==> src/rtl/core/tli_pkg.sv <==
// Package for the table interpolation block: operation and register codes,
// select codes and the controller/datapath command and status structs.
// No dependencies.
`default_nettype none

package tli_pkg;

  localparam int MAX_ROWS_DEF    = 256;
  localparam int MAX_COLUMNS_DEF = 8;

  // input operation codes
  localparam logic [1:0] OP_TIME  = 2'd0;
  localparam logic [1:0] OP_VALUE = 2'd1;
  localparam logic [1:0] OP_QUERY = 2'd2;

  // configuration register indexes
  localparam logic [1:0] CFG_MODE = 2'd0;
  localparam logic [1:0] CFG_ROWS = 2'd1;
  localparam logic [1:0] CFG_COLS = 2'd2;

  // time memory read address select
  localparam logic [2:0] TS_ZERO  = 3'd0;
  localparam logic [2:0] TS_NLAST = 3'd1;
  localparam logic [2:0] TS_SCAN  = 3'd2;
  localparam logic [2:0] TS_LEFT  = 3'd3;
  localparam logic [2:0] TS_RIGHT = 3'd4;

  // value memory row select
  localparam logic [1:0] VS_HOLD  = 2'd0;
  localparam logic [1:0] VS_LEFT  = 2'd1;
  localparam logic [1:0] VS_RIGHT = 2'd2;

  typedef struct packed {
    logic       wr;
    logic       start;
    logic       lat_t0;
    logic       lat_tn;
    logic       classify;
    logic       scan_go;
    logic       lat_tl;
    logic       lat_tr;
    logic       div_init;
    logic       div_go;
    logic       lat_yl;
    logic       mul_init;
    logic       mul_go;
    logic       out_load;
    logic       col_next;
    logic [2:0] tsel;
    logic [1:0] vsel;
  } tli_cmd_t;

  typedef struct packed {
    logic no_cols;
    logic in_span;
    logic scan_end;
    logic lin;
    logic div_end;
    logic mul_end;
    logic last_col;
  } tli_sts_t;

endpackage

`default_nettype wire

==> src/rtl/core/tli_ctrl.sv <==
// Sequencer for the table interpolation block: steps one beat through
// search, divide and per-column blend. Depends on tli_pkg.
`default_nettype none

module tli_ctrl
  import tli_pkg::*;
(
  input  wire logic       clk,
  input  wire logic       rst_n,
  input  wire logic       in_valid,
  input  wire logic [1:0] in_operation,
  output logic            in_ready,
  input  wire logic       out_ready,
  input  wire tli_sts_t   sts,
  output tli_cmd_t        cmd
);

  localparam logic [4:0] S_IDLE  = 5'd0;
  localparam logic [4:0] S_T0    = 5'd1;
  localparam logic [4:0] S_TN    = 5'd2;
  localparam logic [4:0] S_CLS   = 5'd3;
  localparam logic [4:0] S_CLS2  = 5'd4;
  localparam logic [4:0] S_SCAN  = 5'd5;
  localparam logic [4:0] S_DRAIN = 5'd6;
  localparam logic [4:0] S_TL    = 5'd7;
  localparam logic [4:0] S_TR    = 5'd8;
  localparam logic [4:0] S_DCHK  = 5'd9;
  localparam logic [4:0] S_DSET  = 5'd10;
  localparam logic [4:0] S_DIV   = 5'd11;
  localparam logic [4:0] S_COLA  = 5'd12;
  localparam logic [4:0] S_COLB  = 5'd13;
  localparam logic [4:0] S_COLC  = 5'd14;
  localparam logic [4:0] S_MUL   = 5'd15;
  localparam logic [4:0] S_OUTL  = 5'd16;
  localparam logic [4:0] S_OUT   = 5'd17;

  logic [4:0] state_r, state_nxt;
  logic       acc;

  assign in_ready = (state_r == S_IDLE);
  assign acc      = in_valid && in_ready;

  // next state and commands
  always_comb begin
    state_nxt = state_r;
    cmd       = '0;
    cmd.tsel  = TS_ZERO;
    cmd.vsel  = VS_HOLD;
    unique case (state_r)
      S_IDLE: begin
        if (acc) begin
          if (in_operation == OP_QUERY) begin
            cmd.start = 1'b1;
            state_nxt = S_T0;
          end else begin
            cmd.wr = 1'b1;
          end
        end
      end
      S_T0: begin
        cmd.tsel  = TS_ZERO;
        state_nxt = sts.no_cols ? S_IDLE : S_TN;
      end
      S_TN: begin
        cmd.tsel   = TS_NLAST;
        cmd.lat_t0 = 1'b1;
        state_nxt  = S_CLS;
      end
      S_CLS: begin
        cmd.lat_tn = 1'b1;
        state_nxt  = S_CLS2;
      end
      S_CLS2: begin
        cmd.classify = 1'b1;
        state_nxt    = sts.in_span ? S_SCAN : S_TL;
      end
      S_SCAN: begin
        cmd.tsel    = TS_SCAN;
        cmd.scan_go = 1'b1;
        if (sts.scan_end) state_nxt = S_DRAIN;
      end
      S_DRAIN: state_nxt = S_TL;
      S_TL: begin
        cmd.tsel  = TS_LEFT;
        state_nxt = S_TR;
      end
      S_TR: begin
        cmd.tsel   = TS_RIGHT;
        cmd.lat_tl = 1'b1;
        state_nxt  = S_DCHK;
      end
      S_DCHK: begin
        cmd.lat_tr = 1'b1;
        state_nxt  = S_DSET;
      end
      S_DSET: begin
        cmd.div_init = 1'b1;
        state_nxt    = sts.lin ? S_DIV : S_COLA;
      end
      S_DIV: begin
        cmd.div_go = 1'b1;
        if (sts.div_end) state_nxt = S_COLA;
      end
      S_COLA: begin
        cmd.vsel  = sts.lin ? VS_LEFT : VS_HOLD;
        state_nxt = S_COLB;
      end
      S_COLB: begin
        cmd.lat_yl = 1'b1;
        cmd.vsel   = VS_RIGHT;
        state_nxt  = sts.lin ? S_COLC : S_OUTL;
      end
      S_COLC: begin
        cmd.mul_init = 1'b1;
        state_nxt    = S_MUL;
      end
      S_MUL: begin
        cmd.mul_go = 1'b1;
        if (sts.mul_end) state_nxt = S_OUTL;
      end
      S_OUTL: begin
        cmd.out_load = 1'b1;
        state_nxt    = S_OUT;
      end
      S_OUT: begin
        if (out_ready) begin
          if (sts.last_col) begin
            state_nxt = S_IDLE;
          end else begin
            cmd.col_next = 1'b1;
            state_nxt    = S_COLA;
          end
        end
      end
      default: state_nxt = S_IDLE;
    endcase
  end

  always_ff @(posedge clk) begin
    if (!rst_n) state_r <= S_IDLE;
    else        state_r <= state_nxt;
  end

endmodule

`default_nettype wire

==> config.mk <==
export PLATFORM = sky130hd
export DESIGN_NAME = tli_ctrl
export DESIGN_NICKNAME = d
export VERILOG_FILES = /design/src/rtl/core/tli_pkg.sv /design/src/rtl/core/tli_ctrl.sv
export SDC_FILE = /design/constraint.sdc
export NUM_CORES = 1
export LEC_CHECK = 0
export ABC_CLOCK_PERIOD_IN_PS = 1700
export BUFFER_PORTS_ARGS = -buffer_cell sky130_fd_sc_hd__buf_2
export CAP_MARGIN = 20
export CORE_UTILIZATION = 42
export CTS_BUF_LIST = sky130_fd_sc_hd__clkbuf_4 sky130_fd_sc_hd__clkbuf_8
export DETAILED_ROUTE_END_ITERATION = 6
export GPL_TIMING_DRIVEN = 1
export PLACE_DENSITY = 0.85
export SLEW_MARGIN = 25
export SYNTH_ARGS = -nofsm -noshare
export SYNTH_HDL_FRONTEND = slang
export SYNTH_SLANG_ARGS = --single-unit
export TNS_END_PERCENT = 5
==> constraint.sdc <==
create_clock -name clk -period 1.7 [get_ports clk]
set_input_delay 0.255 -clock clk [delete_from_list [all_inputs] [get_ports clk]]
set_output_delay 0.255 -clock clk [all_outputs]
set_load 0.01 [all_outputs]
==> results.yml <==
outcome:
  outcome: "complete, but fails checks"
  violations: "negative setup slack"
grt:
  antenna_found_initial: 0
  grt_pass1_wl_mm: 3.41
  grt_pass1_vias: 817
  grt_overflow: 0
  grt_use_total_pct: 24.7
  grt_max_degree: 13
sta:
  tns_ns: -1.45
  finalHoldViolCount: 0
  slew_viol_final: 0
  period_needed_ns: 1.92
  grt_setup_unrepaired: "true"
  worst_slew_pin_slew_ns: 0.417
  slew_headroom_pct: 71.8
  min_period_over_period_pct: 113
  fmax_mhz: 521
  setup_slack_ns: -0.219
  setup-violations-final: 9
  fin_skew_ns: 0.00149
placement:
  portBuffers: 33
  dpl-instance-area_um2: 908
  place_ws_ns: -0.0938
  place_congestion: 0.905
  hpwlAfterDp_mm: 1.63
floorplanning:
  die_w_um: 42.5
  ios: 34
  core.rowCount: 14
  initial_core_util_pct: 45.2
  coreArea_mm2: 0.00152
  die_area_mm2: 0.00181
  die_h_um: 42.5
clock_network:
  clk_pin_slew_ns: 0.05
  htree_levels: 1
  clock_sinks: 5
  cts_tree: "yes"
  clk_latency_ns: 0.25
  cts.path.max_buffers: 2
  cts_buffers: 3
  clockRootBuffer: "clkbuf_4"
  cts_hold_buf: 0
layout:
  final_cell_mix: "buf_2, nor2_1, buf_4, buf_6"
  syn_to_final_growth_pct: 53.2
  drive_above_1_share_pct: 59.7
  final_common_cell: "buf_2"
  final_core_util_pct: 69.3
  largest-register: "state_r"
  fillCellCount: 106
  top_regs: "state_r: 5 flops"
  n_antenna_cell: 0
  stdcell_area_mm2: 0.00106
  final_nets: 153
  largest_reg_flops: 5
routing:
  route.vias.total: 896
  top_layer_used: "met4"
  via_per_inst: 5.78
  wl_met3_um: 133
  drt_iter0_drc: 25
  wl_met1_mm: 1.02
  routed_wl_mm: 2.44
  first_pass_iters: 4
  antenna_left: 0
  met2WireLength_mm: 1.19
  avgRoutedWirePerCell_um: 15.7
  drc: 0
synthesis:
  synth.distinct_cells: 40
  synth_cells: 92
  async_flop_share_pct: 0
  syn_area_um2: 689
  yosys_warnings: 0
  synth-seq-cells: 5
  yosysSeqAreaShare_pct: 14.5
  muxShareOfSynthArea_pct: 0
  syn_nets: 105
  ys.flop_type: "dfxtp_1"
  synth.avg_cell_area_um2: 7.49
  synthXorXnorAreaFrac_pct: 1.27
  synth_edf_count: 0
  yosys.area_share.simple_pct: 41.7
  synth_compound_area_share_pct: 27.4
  synth_top_family_by_area: "simple AND/OR/NAND/NOR gates"
  synth_fa_ha_area_share_pct: 0
job:
  drv_cap: 0
worst_hold_path:
  min_path_type: "in2reg"
power_and_ir_drop:
  peakVddDrop_uv: 419
  power_uw: 365
  total_leakage_power_uw: 0.000522
  p_per_area_mw_per_mm2: 346
worst_setup_path:
  critPathCaptureType: "output port"
  start_kind: "flip-flop"
  arrival_ns: 1.66
  worstPathRequired_ns: 1.44
  criticalPathCategory: "reg2out"
  worstPathMaxFanout: 6
through the flow:
stage | hold WS, ns | cells
after detailed placement | 0.531 | 148
after CTS | 0.300 | 155
after global routing | 0.309 | 155
after global placement | 0.530 | 148
final | 0.301 | 155
after floorplan | 0.388 | 92
cell usage after synthesis (2+ instances only):
cell type / instances / share of area [%]
o21bai_1: 2 / 2.2
nor3b_1: 3 / 3.3
or3_1: 2 / 1.8
buf_6: 6 / 9.8
nand3b_1: 2 / 2.2
inv_1: 4 / 2.2
a22o_1: 2 / 2.5
nor2_1: 16 / 8.7
nand2_1: 7 / 3.8
a21oi_1: 4 / 2.9
or2b_2: 2 / 2.5
o211ai_1: 2 / 2.2
nor2b_1: 3 / 2.7
o21ai_0: 4 / 2.9
dfxtp_1: 5 / 15
nor3_1: 4 / 2.9
power breakdown:
part           switching [µW]  total [µW]  internal (µW)
clock                    54.1         159            105
sequential               2.08         121            119
combinational            43.8        84.8           41.1
total                     100         365            265
kinds of logic after synthesis:
kind of cell / Yosys count
flops: 5
xor+xnor: 1
compound gates: 24
buf+inv: 12
simple gates: 50
worst max-delay path, stage by stage, from the launching register on:
cell and delay (ns):
dfxtp_2 0.38, or4b_4 0.48, or2_4 0.27, nor3b_2 0.14, buf_2 0.15
per-layer routing:
| layer | track usage, % | up-vias |
|---|---|---|
| met5 | 0 | - |
| met4 | 13.8 | 0 |
| met3 | 7.33 | 10 |
| met2 | 40.9 | 47 |
| met1 | 27.9 | 413 |
| li1 | - | 426 |
what timing repair did:
| item | 4_1_cts | 5_1_grt |
|---|---|---|
| setup buffers | 3 | 0 |
| pin swaps | 7 | 0 |
| endpoints found under the setup margin | 9 | 17 |
| resized for setup | 12 | 14 |
cell type report:
| type | count | area [µm²] | share of cell area [%] |
|---|---|---|---|
| Multi-Input combinational cell | 75 | 563 | 53.3 |
| Timing Repair Buffer | 51 | 323 | 30.6 |
| Sequential cell | 5 | 105 | 9.95 |
| Clock buffer | 4 | 30.0 | 2.84 |
| Tap cell | 16 | 20.0 | 1.90 |
| Inverter | 4 | 15.0 | 1.42 |
final timing paths:
path	endpoint	slack, ns	cells past startpoint	start
hold / removal	state_r[2]	0.30	2	rst_n
hold reg to reg	state_r[3]	0.51	1	state_r[3]
setup reg to reg	state_r[0]	-0.20	6	state_r[4]
setup / recovery	cmd[5]	-0.22	4	state_r[4]
Note: power is estimated with default switching activity, not from simulation.
